===== src/cfsm_pkg.sv =====
// shared types and codes for the circular fifo with search and min/max
package cfsm_pkg;

   typedef enum logic [2:0] {
      OP_ENQUEUE = 3'd0,
      OP_DEQUEUE = 3'd1,
      OP_MINMAX  = 3'd2,
      OP_SEARCH  = 3'd3,
      OP_DUMP    = 3'd4
   } opcode_type;

   typedef enum logic [3:0] {
      ST_ENQUEUED = 4'd0,
      ST_FULL     = 4'd1,
      ST_DEQUEUED = 4'd2,
      ST_EMPTY    = 4'd3,
      ST_MINMAX   = 4'd4,
      ST_MATCH    = 4'd5,
      ST_NOTFOUND = 4'd6,
      ST_ELEMENT  = 4'd7,
      ST_RESERVED = 4'd8
   } status_type;

   typedef enum logic [2:0] {
      S_IDLE,
      S_DISPATCH,
      S_DEQ_WAIT,
      S_WALK,
      S_FINAL
   } state_type;

   typedef struct packed {
      logic [2:0] cmd;
      logic [7:0] item_in;
   } req_type;

   typedef struct packed {
      logic [3:0] status;
      logic [7:0] item_out;
      logic [7:0] max_out;
      logic [3:0] position;
      logic [3:0] occupancy;
      logic       last;
   } rsp_type;

   // controller to datapath
   typedef struct packed {
      logic       load;
      logic       issue;
      logic       eval;
      logic       pend_set;
      logic       emit;
      status_type emit_sel;
      logic       emit_last;
      logic       do_enq;
      logic       do_deq;
   } ctl_cmd_type;

   // datapath to controller
   typedef struct packed {
      logic [2:0] op;
      logic       empty;
      logic       full;
      logic       issue_done;
      logic       rd_vld;
      logic       match;
      logic       eval_last;
      logic       pend_vld;
      logic       out_free;
   } dp_status_type;

endpackage


===== src/circular_fifo_search_minmax.sv =====
// top level of the circular byte fifo with search, min/max and dump
//
// requests come in on req_valid/req_stall/req_data (command and byte); results
// leave on rsp_valid/rsp_stall/rsp_data. a request is taken when valid is high
// and stall is low. one request is worked at a time: req_stall stays high from
// acceptance until the last result of that request sits in the result register.
// enqueue, dequeue, reserved commands and empty cases give one result; a dequeue
// first reads the head entry from the store. min/max, search and dump walk the
// held entries through the store's registered read port, one entry per cycle
// whenever each new result can be placed, and stop after the last held entry.
// search and dump may give several results, the last one flagged by last.
// a stalled result holds in the result register; the walk pauses while a new
// result cannot be placed, so nothing is lost. the next request is accepted
// while the final result still waits to be taken.
// reset empties the fifo (head, tail and count to zero) and drops any pending
// result; store contents are not cleared and are read only after being written.
module circular_fifo_search_minmax
   import cfsm_pkg::*;
#(
   parameter int DEPTH = 8
)(
   input  logic    clock,
   input  logic    reset,
   input  logic    req_valid,
   output logic    req_stall,
   input  req_type req_data,
   output logic    rsp_valid,
   input  logic    rsp_stall,
   output rsp_type rsp_data
);

   ctl_cmd_type   ctl_cmd;
   dp_status_type dp_stat;

   cfsm_ctl u_ctl (
      .clock     (clock),
      .reset     (reset),
      .req_valid (req_valid),
      .req_stall (req_stall),
      .stat      (dp_stat),
      .cmd       (ctl_cmd)
   );

   cfsm_dp #(
      .DEPTH (DEPTH)
   ) u_dp (
      .clock     (clock),
      .reset     (reset),
      .req_data  (req_data),
      .cmd       (ctl_cmd),
      .stat      (dp_stat),
      .rsp_valid (rsp_valid),
      .rsp_stall (rsp_stall),
      .rsp_data  (rsp_data)
   );

`ifndef NO_ASSERTIONS
   // a result is only placed when the result register can take it
   a_emit_free: assert property (@(posedge clock) disable iff (reset)
      ctl_cmd.emit |-> dp_stat.out_free)
      else $error("result placed over a waiting result");

   // no store write when full
   a_enq_room: assert property (@(posedge clock) disable iff (reset)
      ctl_cmd.do_enq |-> !dp_stat.full)
      else $error("enqueue into full store");

   // the walk never reads beyond the held entries
   a_issue_bound: assert property (@(posedge clock) disable iff (reset)
      ctl_cmd.issue |-> !dp_stat.issue_done)
      else $error("store read beyond fill count");

   // an accepted request blocks the next one
   a_one_at_a_time: assert property (@(posedge clock) disable iff (reset)
      (req_valid && !req_stall) |=> req_stall)
      else $error("request accepted while another is in work");
`endif

endmodule


===== src/cfsm_ctl.sv =====
// command sequencer for the circular fifo
module cfsm_ctl
   import cfsm_pkg::*;
(
   input  logic          clock,
   input  logic          reset,
   input  logic          req_valid,
   output logic          req_stall,
   input  dp_status_type stat,
   output ctl_cmd_type   cmd
);

   state_type state_ff;
   state_type state_in;
   logic      stall_eval;
   logic      eval_go;

   always_ff @(posedge clock) begin
      if (reset) begin
         state_ff <= S_IDLE;
      end else begin
         state_ff <= state_in;
      end
   end

   always_comb begin
      state_in      = state_ff;
      cmd           = '0;
      cmd.emit_sel  = ST_ENQUEUED;
      req_stall     = (state_ff != S_IDLE);
      stall_eval    = 1'b0;
      eval_go       = 1'b0;
      case (state_ff)
         S_IDLE: begin
            if (req_valid) begin
               cmd.load = 1'b1;
               state_in = S_DISPATCH;
            end
         end
         S_DISPATCH: begin
            case (stat.op)
               OP_ENQUEUE: begin
                  if (stat.out_free) begin
                     cmd.emit      = 1'b1;
                     cmd.emit_last = 1'b1;
                     cmd.emit_sel  = stat.full ? ST_FULL : ST_ENQUEUED;
                     cmd.do_enq    = !stat.full;
                     state_in      = S_IDLE;
                  end
               end
               OP_DEQUEUE: begin
                  if (!stat.empty) begin
                     cmd.issue = 1'b1;
                     state_in  = S_DEQ_WAIT;
                  end else if (stat.out_free) begin
                     cmd.emit      = 1'b1;
                     cmd.emit_last = 1'b1;
                     cmd.emit_sel  = ST_EMPTY;
                     state_in      = S_IDLE;
                  end
               end
               OP_MINMAX, OP_SEARCH, OP_DUMP: begin
                  if (!stat.empty) begin
                     state_in = S_WALK;
                  end else if (stat.out_free) begin
                     cmd.emit      = 1'b1;
                     cmd.emit_last = 1'b1;
                     cmd.emit_sel  = (stat.op == OP_SEARCH) ? ST_NOTFOUND : ST_EMPTY;
                     state_in      = S_IDLE;
                  end
               end
               default: begin
                  if (stat.out_free) begin
                     cmd.emit      = 1'b1;
                     cmd.emit_last = 1'b1;
                     cmd.emit_sel  = ST_RESERVED;
                     state_in      = S_IDLE;
                  end
               end
            endcase
         end
         S_DEQ_WAIT: begin
            if (stat.rd_vld && stat.out_free) begin
               cmd.emit      = 1'b1;
               cmd.emit_last = 1'b1;
               cmd.emit_sel  = ST_DEQUEUED;
               cmd.do_deq    = 1'b1;
               cmd.eval      = 1'b1;
               state_in      = S_IDLE;
            end
         end
         S_WALK: begin
            // hold the read pipe while a result cannot be placed
            stall_eval = stat.rd_vld && !stat.out_free &&
                         ((stat.op == OP_DUMP) ||
                          ((stat.op == OP_SEARCH) && stat.match && stat.pend_vld));
            eval_go    = stat.rd_vld && !stall_eval;
            cmd.issue  = !stat.issue_done && !stall_eval;
            cmd.eval   = eval_go;
            if (eval_go && (stat.op == OP_DUMP)) begin
               cmd.emit      = 1'b1;
               cmd.emit_sel  = ST_ELEMENT;
               cmd.emit_last = stat.eval_last;
            end
            if (eval_go && (stat.op == OP_SEARCH) && stat.match) begin
               cmd.pend_set = 1'b1;
               if (stat.pend_vld) begin
                  cmd.emit     = 1'b1;
                  cmd.emit_sel = ST_MATCH;
               end
            end
            if (eval_go && stat.eval_last) begin
               state_in = (stat.op == OP_DUMP) ? S_IDLE : S_FINAL;
            end
         end
         S_FINAL: begin
            if (stat.out_free) begin
               cmd.emit      = 1'b1;
               cmd.emit_last = 1'b1;
               if (stat.op == OP_MINMAX) begin
                  cmd.emit_sel = ST_MINMAX;
               end else begin
                  cmd.emit_sel = stat.pend_vld ? ST_MATCH : ST_NOTFOUND;
               end
               state_in = S_IDLE;
            end
         end
         default: begin
            state_in = S_IDLE;
         end
      endcase
   end

endmodule


===== src/cfsm_dp.sv =====
// store, pointers, walk registers and result register of the circular fifo
module cfsm_dp
   import cfsm_pkg::*;
#(
   parameter int DEPTH = 8
)(
   input  logic          clock,
   input  logic          reset,
   input  req_type       req_data,
   input  ctl_cmd_type   cmd,
   output dp_status_type stat,
   output logic          rsp_valid,
   input  logic          rsp_stall,
   output rsp_type       rsp_data
);

   localparam int PTR_W = (DEPTH > 1) ? $clog2(DEPTH) : 1;
   localparam int CNT_W = $clog2(DEPTH + 1);
   localparam int EXT_W = (CNT_W > 4) ? CNT_W : 4;
   localparam logic [PTR_W-1:0] LAST_SLOT = PTR_W'(DEPTH - 1);

   logic [7:0]       mem [DEPTH];
   logic [PTR_W-1:0] head_ff, tail_ff, rd_ptr_ff;
   logic [CNT_W-1:0] count_ff, count_in;
   logic [CNT_W-1:0] iss_ff, pos_ff, pend_pos_ff;
   logic [CNT_W-1:0] pos_next;
   logic [2:0]       op_ff;
   logic [7:0]       item_ff;
   logic [7:0]       rd_data_ff;
   logic             rd_vld_ff;
   logic [7:0]       min_ff, max_ff;
   logic             pend_vld_ff;
   logic             rsp_valid_ff;
   rsp_type          rsp_ff, rsp_in;
   logic [EXT_W-1:0] occ_ext, pos_ext, pend_ext;

   function automatic logic [PTR_W-1:0] ptr_inc(input logic [PTR_W-1:0] p);
      ptr_inc = (p == LAST_SLOT) ? '0 : p + 1'b1;
   endfunction

   assign pos_next = pos_ff + 1'b1;

   always_comb begin
      count_in = count_ff;
      if (cmd.do_enq) begin
         count_in = count_ff + 1'b1;
      end else if (cmd.do_deq) begin
         count_in = count_ff - 1'b1;
      end
   end

   assign occ_ext  = EXT_W'(count_in);
   assign pos_ext  = EXT_W'(pos_next);
   assign pend_ext = EXT_W'(pend_pos_ff);

   always_ff @(posedge clock) begin
      if (cmd.do_enq) begin
         mem[tail_ff] <= item_ff;
      end
      if (cmd.issue) begin
         rd_data_ff <= mem[rd_ptr_ff];
      end
   end

   always_ff @(posedge clock) begin
      if (reset) begin
         head_ff      <= '0;
         tail_ff      <= '0;
         count_ff     <= '0;
         rd_ptr_ff    <= '0;
         iss_ff       <= '0;
         pos_ff       <= '0;
         rd_vld_ff    <= 1'b0;
         pend_vld_ff  <= 1'b0;
         rsp_valid_ff <= 1'b0;
      end else begin
         count_ff <= count_in;
         if (cmd.do_enq) begin
            tail_ff <= ptr_inc(tail_ff);
         end
         if (cmd.do_deq) begin
            head_ff <= ptr_inc(head_ff);
         end
         if (cmd.load) begin
            rd_ptr_ff   <= head_ff;
            iss_ff      <= '0;
            pos_ff      <= '0;
            pend_vld_ff <= 1'b0;
         end else begin
            if (cmd.issue) begin
               rd_ptr_ff <= ptr_inc(rd_ptr_ff);
               iss_ff    <= iss_ff + 1'b1;
            end
            if (cmd.eval) begin
               pos_ff <= pos_next;
            end
            if (cmd.pend_set) begin
               pend_vld_ff <= 1'b1;
            end
         end
         if (cmd.issue) begin
            rd_vld_ff <= 1'b1;
         end else if (cmd.eval) begin
            rd_vld_ff <= 1'b0;
         end
         if (cmd.emit) begin
            rsp_valid_ff <= 1'b1;
         end else if (!rsp_stall) begin
            rsp_valid_ff <= 1'b0;
         end
      end
   end

   always_ff @(posedge clock) begin
      if (cmd.load) begin
         op_ff   <= req_data.cmd;
         item_ff <= req_data.item_in;
         min_ff  <= 8'hFF;
         max_ff  <= 8'h00;
      end else if (cmd.eval) begin
         if (rd_data_ff < min_ff) begin
            min_ff <= rd_data_ff;
         end
         if (rd_data_ff > max_ff) begin
            max_ff <= rd_data_ff;
         end
      end
      if (cmd.pend_set) begin
         pend_pos_ff <= pos_next;
      end
      if (cmd.emit) begin
         rsp_ff <= rsp_in;
      end
   end

   always_comb begin
      rsp_in           = '0;
      rsp_in.status    = cmd.emit_sel;
      rsp_in.last      = cmd.emit_last;
      rsp_in.occupancy = occ_ext[3:0];
      case (cmd.emit_sel)
         ST_DEQUEUED: begin
            rsp_in.item_out = rd_data_ff;
         end
         ST_MINMAX: begin
            rsp_in.item_out = min_ff;
            rsp_in.max_out  = max_ff;
         end
         ST_MATCH: begin
            rsp_in.position = pend_ext[3:0];
         end
         ST_ELEMENT: begin
            rsp_in.item_out = rd_data_ff;
            rsp_in.position = pos_ext[3:0];
         end
         default: begin
         end
      endcase
   end

   always_comb begin
      stat            = '0;
      stat.op         = op_ff;
      stat.empty      = (count_ff == '0);
      stat.full       = (count_ff == CNT_W'(DEPTH));
      stat.issue_done = (iss_ff == count_ff);
      stat.rd_vld     = rd_vld_ff;
      stat.match      = (rd_data_ff == item_ff);
      stat.eval_last  = (pos_next == count_ff);
      stat.pend_vld   = pend_vld_ff;
      stat.out_free   = !rsp_valid_ff || !rsp_stall;
   end

   assign rsp_valid = rsp_valid_ff;
   assign rsp_data  = rsp_ff;

endmodule

===== config.mk =====
export PLATFORM = sky130hd
export DESIGN_NAME = circular_fifo_search_minmax
export DESIGN_NICKNAME = d
export VERILOG_FILES = /design/src/cfsm_pkg.sv /design/src/circular_fifo_search_minmax.sv /design/src/cfsm_ctl.sv /design/src/cfsm_dp.sv
export SDC_FILE = /design/constraint.sdc
export NUM_CORES = 1
export LEC_CHECK = 0
export BUFFER_PORTS_ARGS = -buffer_cell sky130_fd_sc_hd__buf_2
export CAP_MARGIN = 15
export CORE_MARGIN = 5
export CORE_UTILIZATION = 50
export DETAILED_ROUTE_END_ITERATION = 12
export PLACE_DENSITY = 0.8
export SETUP_SLACK_MARGIN = 0.02
export SLEW_MARGIN = 20
export SYNTH_ARGS = -nofsm -noshare
export SYNTH_HDL_FRONTEND = slang
export SYNTH_SLANG_ARGS = --single-unit

===== constraint.sdc =====
create_clock -name clock -period 2.2 [get_ports clock]
set_input_delay 0.11 -clock clock [delete_from_list [all_inputs] [get_ports clock]]
set_output_delay 0.11 -clock clock [all_outputs]
set_load 0.005 [all_outputs]

==> results of run 1 <==
state kept, by name, indices dropped and copies added, names as in the netlist, 4 cells and up:
name             count
u_dp.rsp_data       29
u_dp.min_ff          8
u_dp.rd_data_ff      8
u_dp.iss_ff          4
u_dp.count_ff        4
u_dp.pos_ff          4
u_dp.pend_ext        4
u_dp.item_ff         8
u_dp.max_ff          8
u_dp.mem            64
Yosys cell counts, types with 2 or more instances:
library cell / number
mux4_2: 16
o21ai_2: 2
and3_1: 3
a21o_1: 4
nand4_1: 11
nand3b_1: 3
dfxtp_1: 43
buf_2: 8
a21bo_1: 3
o21ai_0: 12
nor3_2: 2
o41ai_1: 2
edfxtp_1: 116
a22o_1: 11
a211oi_1: 6
nand2b_1: 4
ha_1: 25
a22oi_1: 2
a21oi_1: 33
xor2_1: 15
or3b_4: 2
nand3_1: 10
nor2b_1: 2
and2_1: 16
o211ai_1: 2
buf_1: 2
nor3b_1: 4
a311oi_1: 2
nor3_1: 12
o31ai_1: 8
buf_6: 7
a31o_1: 2
inv_1: 25
xnor2_1: 10
a31oi_1: 5
nor2_1: 34
mux2_2: 8
nor4_2: 2
clkbuf_1: 6
nand2_1: 29
per-layer routing:
metal  routed length [µm]  vias up  track usage  share of wire
li1                     -     2306            -              -
met1                 6720     2466        0.244           0.42
met2                 8280      167        0.342           0.51
met3                  853       31       0.0443          0.053
met4                  335        0       0.0690          0.021
met5                    0        -            0              0
power groups by stage:
stage / Clock (mW) / Sequential (mW) / Combinational, mW
finish: 2.71 / 3.53 / 1.08
global route: 2.89 / 3.55 / 1.17
CTS: 2.76 / 3.53 / 1.04
detailed placement: 0 / 3.60 / 0.946
global placement: 0 / 3.60 / 0.913
floorplan: 0 / 3.58 / 0.596
worst register-to-register path: cells and delay by family (launching register included):
| kind | cells | cell delay, ns |
|---|---|---|
| buffers and inverters | 2 | 0.32 |
| AO/OA/AOI/OAI | 6 | 1.01 |
| adder cells (fa/ha/maj) | 1 | 0.33 |
| flip-flops | 1 | 0.45 |
kinds of logic after synthesis:
group	count (synthesis)
adders and majority gates	25
DFF	159
xor gates and xnor gates	25
muxes	24
AOI/OAI and AO/OA	113
and+or+nand+nor	147
buffers and inverters	51
timing repair:
action / in CTS / in global routing
buffers inserted: 9 / 7
gates resized for setup: 8 / 26
endpoints found under the setup margin: 68 / 109
hold buffers: 11 / 0
endpoints found under the hold margin: 11 / 0
cloned: 1 / 1
pin swaps: 7 / 11
worst paths after layout:
kind	start	to	slack (ns)	cells after the start
setup reg to reg	u_dp.rd_data_ff[4]	u_dp.min_ff[0]	0.005	9
hold reg to reg	u_dp.pos_ff[1]	u_dp.pos_ff[1]	0.48	2
setup / recovery	u_dp.rd_data_ff[4]	u_dp.min_ff[0]	0.005	9
hold / removal	req_valid	u_ctl.state_ff[1]	0.02	3
stage by stage:
stage / util / area, µm² / setup WS (ns) / std cells / power, mW
final: 0.625 / 8980 / 0.00503 / 860 / 7.32
after global routing: 0.625 / 8980 / -0.0807 / 860 / 7.60
after floorplan: - / 7270 / 0.00703 / 544 / 4.18
after CTS: 0.612 / 8790 / -0.0362 / 852 / 7.34
after global placement: 0.556 / 7990 / -0.0861 / 800 / 4.51
after detailed placement: 0.556 / 7990 / -0.172 / 800 / 4.55
final cells by class:
type	instances	area (µm²)	area share
Inverter	27	106	0.0118
Multi-Input combinational cell	334	2780	0.309
Sequential cell	159	4350	0.484
Clock buffer	18	429	0.0478
Clock inverter	13	115	0.0128
Tap cell	184	230	0.0256
Timing Repair Buffer	125	976	0.109
==> flow_metrics.tcl, run 1 <==
set metrics [dict create \
    initial_core_util 0.504 \
    cts.sinks 159 \
    syn2layout_area_growth_pct 24.0 \
    synth_top_family_by_area "compound AO/OA/AOI/OAI gates" \
    status "complete, no violations" \
    layout-drive-gt1-share 0.318 \
    drtAntennaViolNets 0 \
    synth.net_count 584 \
    gp_congestion 0.930 \
    grt_pass1_vias 4888 \
    layout_commonest_cell "edfxtp_1" \
    synth_top_area_frac 0.481 \
    synthesis.instances 544 \
    final_cell_mix "116 x edfxtp_1, 56 x buf_4, 45 x buf_2" \
    clock_power_share 0.370 \
    maxClockFrequency_mhz 456 \
    power_leakage_nw 3.36 \
    finalSetupTns_ns 0 \
    ys_seq_area_frac 0.600 \
    synth_flop_cell "edfxtp_1" \
    ys_types 75 \
    clock_skew_ns 0.0120 \
    die_h_um 130 \
    power_frac_seq 0.483 \
    finalMaxSlewViolations 0 \
    muxShareOfSynthArea 0.0622 \
    die_w_um 130 \
    synthArstFlopShare 0 \
    switching_share 0.249 \
    dr.first_iter.drc_count 443 \
    ir_drop_mv 0.684 \
    grt_max_degree 20 \
    viasPerCell 5.78 \
    globalRouteOverflowTotal 0 \
    start_kind "flip-flop" \
    cts-root-buf "clkbuf_16" \
    grt_usage 0.197 \
    worstHoldPathType "input pin to flip-flop" \
    avgRoutedWirePerCell_um 18.8 \
    antenna_found_initial 0 \
    crit_buf_inv 2 \
    coreArea_um2 14400 \
    p_switching_mw 1.83 \
    place_hpwl_um 10800 \
    slew_headroom 0.624 \
    cts_made_buffers 17 \
    clock_latency_ns 0.43 \
    drv_cap 0 \
    boundaryPins 46 \
    die_area_um2 17000 \
    cp_top_family "compound AO/OA/AOI/OAI gates" \
    synth-seq-cells 159 \
    hold_violations 0 \
    arrival_ns 2.54 \
    fin_crit_ns 2.19 \
    rsz0062_at_grt "true" \
    cp_cell_sequence "ha_1 > a21o_1 > a211oi_2 > o21ai_2 > a2111oi_4 > buf_4 > buf_12 > a21oi_1 > o21ai_1" \
    crit_path_end_kind "flip-flop" \
    min_period_over_period 0.998 \
    synth_edf_count 116 \
    clk_pin_slew_ns 0.06 \
    yosys.area_share.adder 0.0432 \
    portBuffers 45 \
    clockBufferDepth 2 \
    grt_first_pass_wirelength_um 25300 \
    required_ns 2.55 \
    vias 4970 \
    yosysTopAreaCell "edfxtp_1" \
    synth_compound_area_frac 0.118 \
    p_int_mw 5.49 \
    fillCellCount 1033 \
    diodes 0 \
    final_nets 704 \
    num_rows 44 \
    synth_area_leaders "edfxtp_1 48%, dfxtp_1 12%, mux4_2 5.0%" \
    crit_type "flip-flop to flip-flop" \
    pwr_density_cell_nw_per_um2 815 \
    synth-warning-count 0 \
    cts_tree "done" \
    synth_xor_area_frac 0.0302 \
    cp_slowest_cell "edfxtp_1" \
    wirelength_um 16200 \
    drc 0 \
    max_stage_delay_ns 0.45 \
    finalSetupViolations 0 \
    timing.hold.ws_ns 0.0238 \
    p_comb_frac 0.147 \
    tightest_slew_ns 0.563 \
    first_pass_iters 5 \
    cp_max_fo 8 \
    synth_simple_gate_area_frac 0.111 \
    netlist_area_um2 7240 \
    cts_max_level 4 \
    avgSynthCellArea_um2 13.3 \
]
Power figures use the tool's default switching activity.
==> inputs of run 2 (changes only) <==
CTS_CLUSTER_SIZE = 12   (was not set)
PLACE_DENSITY = 0.78   (was 0.8)
clock period = 2.5 ns   (was 2.2 ns; I/O delays follow)
==> flow_metrics.tcl, run 2 (synthesis results as in run 1) <==
set metrics [dict create \
    grt_max_degree 25 \
    grt_pass1_vias 4822 \
    drtAntennaViolNets 0 \
    clk_pin_slew_ns 0.06 \
    cp_cell_sequence "inv_1 > ha_1 > or3b_4 > nand2_2 > nor4_2 > o22a_2 > nand2_4 > inv_2" \
    crit_buf_inv 2 \
    die_w_um 130 \
    hold_violations 0 \
    min_period_over_period 0.951 \
    largest_register_ffs 64 \
    fillCellCount 1094 \
    status "complete, no violations" \
    finalMaxSlewViolations 0 \
    ir_drop_mv 0.624 \
    cp_slowest_cell "dfxtp_1" \
    fin_crit_ns 2.38 \
    globalRouteOverflowTotal 0 \
    drc 0 \
    cts.sinks 159 \
    finalPower_mw 6.65 \
    postPlaceCellArea_um2 7760 \
    worstHoldStart "reset" \
    final_nets 665 \
    clock_latency_ns 0.43 \
    clockBufferDepth 2 \
    initial_core_util 0.504 \
    regArea_um2 4340 \
    timing.hold.ws_ns 0.0636 \
    vias 4789 \
    worstHoldPathType "input pin to flip-flop" \
    power_leakage_nw 3.17 \
    required_ns 2.62 \
    viasPerCell 5.83 \
    place_hpwl_um 10600 \
    first_pass_iters 5 \
    layout_commonest_cell "edfxtp_1" \
    critical_path.startpoint "u_dp.count_ff[0]" \
    slew_headroom 0.587 \
    clock_skew_ns 0.00811 \
    avgRoutedWirePerCell_um 19.0 \
    fin_area_um2 8550 \
    num_rows 44 \
    crit_type "flip-flop to flip-flop" \
    arrival_ns 2.50 \
    drv_cap 0 \
    tightest_slew_ns 0.618 \
    wirelength_um 15600 \
    pwr_density_cell_nw_per_um2 777 \
    syn2layout_area_growth_pct 18.0 \
    die_area_um2 17000 \
    cts_max_level 4 \
    finalSetupViolations 0 \
    diodes 0 \
    cp_top_family "simple AND/OR/NAND/NOR gates" \
    layout-drive-gt1-share 0.246 \
    boundaryPins 46 \
    grt_usage 0.193 \
    gp_congestion 0.940 \
    cts-root-buf "clkbuf_16" \
    finalSetupTns_ns 0 \
    multi_input_area_um2 2660 \
    rsz0062_at_grt "false" \
    cts_tree "done" \
    start_kind "flip-flop" \
    die_h_um 130 \
    antenna_found_initial 0 \
    cp_max_fo 10 \
    dr.first_iter.drc_count 417 \
    dp.cells 774 \
    cts_made_buffers 17 \
    portBuffers 45 \
    crit_path_end_kind "flip-flop" \
    maxClockFrequency_mhz 420 \
    grt_first_pass_wirelength_um 25000 \
    final_cell_mix "116 x edfxtp_1, 45 x buf_2, 43 x dfxtp_1" \
    coreArea_um2 14400 \
    regMostFlops "u_dp.mem" \
    max_stage_delay_ns 0.46 \
    r2r_start "u_dp.count_ff[0]" \
    fin_cells 821 \
]
run 2: layout make-up:
cell class | count | share of cell area
Timing Repair Buffer | 86 | 0.0699
Multi-Input combinational cell | 334 | 0.311
Clock buffer | 17 | 0.0497
Clock inverter | 14 | 0.0224
Inverter | 27 | 0.0119
Sequential cell | 159 | 0.508
Tap cell | 184 | 0.0269
run 2: path summary, 6_finish.rpt:
| kind | end | slack, ns | cells after the start |
|---|---|---|---|
| min reg2reg | u_dp.pos_ff[1] | 0.47 | 2 |
| max | u_dp.rd_data_ff[7] | 0.12 | 8 |
| min | u_dp.head_ff[0] | 0.06 | 2 |
| max reg2reg | u_dp.rd_data_ff[7] | 0.12 | 8 |
run 2: where the power goes:
group	switching [mW]	leakage [nW]	total (mW)	internal, mW
combinational	0.441	1.47	0.809	0.368
sequential	0.114	1.41	3.14	3.02
clock	1.04	0.292	2.70	1.66
total	1.59	3.17	6.65	5.05
run 2: through the flow:
stage	setup slack, ns	util
after floorplan	0.0559	-
after global placement	0.133	0.540
after detailed placement	0.0159	0.540
after CTS	0.0874	0.592
after global routing	0.0235	0.595
final	0.122	0.595
run 2: worst register-to-register path: cells and delay by family, from the launching register on:
family | cells | cell delay (ns)
flops | 1 | 0.46
simple gates | 4 | 0.72
buf+inv | 2 | 0.30
compound gates | 1 | 0.33
fa+ha+maj | 1 | 0.26
run 2: timing repair:
item	CTS	global route
hold endpoints to repair	11	0
pin swaps	1	2
setup buffers	1	4
hold buffers	11	0
endpoints found under the setup margin	17	24
gates resized for setup	1	2
run 2: routing by layer:
| layer | global-route usage | wire length (µm) | vias up |
|---|---|---|---|
| li1 | - | - | 2236 |
| met1 | 0.241 | 6620 | 2349 |
| met2 | 0.333 | 7870 | 177 |
| met3 | 0.0378 | 899 | 27 |
| met4 | 0.0732 | 226 | 0 |
| met5 | 0 | 0 | - |
==> inputs of run 3 (changes only) <==
ABC_AREA = 1   (was not set)
==> flow_metrics.tcl, run 3 <==
set metrics [dict create \
    num_rows 44 \
    finalMaxSlewViolations 0 \
    cts_tree "done" \
    p_comb_frac 0.064 \
    synth_top_area_frac 0.480 \
    regMostFlops "u_dp.mem" \
    max_stage_delay_ns 0.43 \
    avgSynthCellArea_um2 10.1 \
    clk_pin_slew_ns 0.06 \
    switching_share 0.224 \
    crit_path_end_kind "flip-flop" \
    cp_cell_sequence "inv_1 > ha_1 > nand2_1 > nor2_1 > nor2_1 > nand2_2 > inv_1 > nand2_1 > nor3_1 > buf_4" \
    die_h_um 130 \
    netlist_area_um2 7260 \
    p_int_mw 4.38 \
    wirelength_um 15700 \
    final_nets 837 \
    status "complete, no violations" \
    clock_skew_ns 0.00875 \
    dp.cells 951 \
    grt_usage 0.192 \
    cts.sinks 159 \
    cts_max_level 4 \
    drv_cap 0 \
    synthesis.instances 721 \
    ys_types 46 \
    post-route-util 0.587 \
    cp_slowest_cell "dfxtp_1" \
    worstHoldPathType "input pin to flip-flop" \
    layout-drive-gt1-share 0.167 \
    boundaryPins 46 \
    yosys-top-cells-count "116 x edfxtp_1, 110 x nor2_1, 95 x nand2_1" \
    synth-warning-count 0 \
    power_leakage_nw 3.40 \
    postCtsSetupBuffers 0 \
    vias 5341 \
    crit_type "flip-flop to flip-flop" \
    cp_max_fo 11 \
    p_switching_mw 1.27 \
    finalSetupViolations 0 \
    drtAntennaViolNets 0 \
    coreArea_um2 14400 \
    viasPerCell 5.37 \
    clock_power_share 0.416 \
    ir_drop_mv 0.542 \
    portBuffers 45 \
    avgRoutedWirePerCell_um 15.8 \
    required_ns 2.63 \
    power_frac_seq 0.520 \
    drc 0 \
    globalRouteOverflowTotal 0 \
    post-synth-top-count-cell "edfxtp_1" \
    cts-root-buf "clkbuf_16" \
    layout_commonest_cell "edfxtp_1" \
    min_period_over_period 0.901 \
    hold_violations 0 \
    synth.net_count 761 \
    gp_congestion 0.910 \
    cts_made_buffers 17 \
    place_hpwl_um 11100 \
    clock_latency_ns 0.43 \
    largest_register_ffs 64 \
    crit_buf_inv 3 \
    maxClockFrequency_mhz 444 \
    synthArstFlopShare 0 \
    diodes 0 \
    dr.first_iter.drc_count 600 \
    die_area_um2 17000 \
    cp_top_family "simple AND/OR/NAND/NOR gates" \
    synth_edf_count 116 \
    final_cell_mix "116 x edfxtp_1, 109 x nor2_1, 94 x nand2_1" \
    rsz0062_at_grt "false" \
    first_pass_iters 5 \
    slew_headroom 0.472 \
    ys_seq_area_frac 0.598 \
    tightest_slew_ns 0.792 \
    arrival_ns 2.39 \
    synth-seq-cells 159 \
    yosysTopAreaCell "edfxtp_1" \
    pwr_density_cell_nw_per_um2 670 \
    grt_pass1_vias 4925 \
    fin_cells 994 \
    synth_area_leaders "edfxtp_1 48%, dfxtp_1 12%, nor2_1 5.7%" \
    timing.hold.ws_ns 0.0322 \
    initial_core_util 0.505 \
    grt_max_degree 33 \
    synth_flop_cell "edfxtp_1" \
    finalSetupTns_ns 0 \
    fin_crit_ns 2.25 \
    grt_first_pass_wirelength_um 24600 \
    die_w_um 130 \
    syn2layout_area_growth_pct 16.2 \
    antenna_found_initial 0 \
    start_kind "flip-flop" \
    clockBufferDepth 2 \
]
run 3: changes by cell type after synthesis, moves of 7 or more:
| cell | change |
|---|---|
| xor2_1 | -10 |
| inv_2 | +7 |
| a22o_1 | -10 |
| nand2_1 | +66 |
| and2_1 | -14 |
| o22ai_1 | +10 |
| nand3_1 | +27 |
| nor2_1 | +76 |
| o21ai_0 | +42 |
| nand3_2 | +7 |
| mux4_2 | -16 |
| clkbuf_1 | +7 |
| inv_1 | +50 |
| mux2_2 | -8 |
run 3: cells by family after synthesis:
logic type / Yosys count / share of synthesized area
buffers and inverters: 105 / 0.0588
AOI/OAI and AO/OA: 125 / 0.0974
and+or+nand+nor: 293 / 0.184
xor gates and xnor gates: 14 / 0.0179
DFF: 159 / 0.598
adders and majority gates: 25 / 0.0431
run 3: layout make-up:
cell class                      instances  area [µm²]
Clock buffer                           20         437
Clock inverter                         12        96.3
Fill cell                            1161        5940
Inverter                               83         312
Multi-Input combinational cell        457        2490
Sequential cell                       159        4340
Tap cell                              184         230
Timing Repair Buffer                   79         520
run 3: metal layers:
metal  GRT usage  vias up  share of wire
li1            -     2614              -
met1       0.267     2499           0.43
met2       0.298      204           0.46
met3      0.0492       24          0.086
met4      0.0575        0          0.017
met5           0        -              0
run 3: power groups by stage:
| stage | registers (mW) | logic [mW] | clock network [mW] |
|---|---|---|---|
| after floorplan | 2.99 | 0.195 | 0 |
| after global placement | 2.99 | 0.337 | 0 |
| after detailed placement | 2.99 | 0.345 | 0 |
| after CTS | 2.94 | 0.359 | 2.37 |
| after global routing | 2.94 | 0.402 | 2.52 |
| final | 2.94 | 0.361 | 2.35 |
run 3: worst paths after layout:
kind / slack (ns) / start / cells past startpoint / endpoint
max: 0.25 / u_dp.count_ff[0] / 10 / u_dp.mem[4][7]
max reg2reg: 0.25 / u_dp.count_ff[0] / 10 / u_dp.mem[4][7]
min reg2reg: 0.46 / u_dp.min_ff[1] / 2 / u_dp.min_ff[1]
min: 0.03 / reset / 2 / u_dp.count_ff[2]
run 3: what timing repair did:
action / CTS / global route
resized for setup: 0 / 2
endpoints found under the setup margin: 0 / 21
hold buffers: 11 / 0
endpoints found under the hold margin: 11 / 0
run 3: stage by stage:
step / cell area, µm² / total power, mW / setup WS [ns]
floorplan: 7260 / 3.19 / 0.212
global placement: 7780 / 3.33 / 0.312
detailed placement: 7780 / 3.34 / 0.226
CTS: 8430 / 5.67 / 0.195
global route: 8430 / 5.86 / 0.0764
finish: 8430 / 5.65 / 0.248
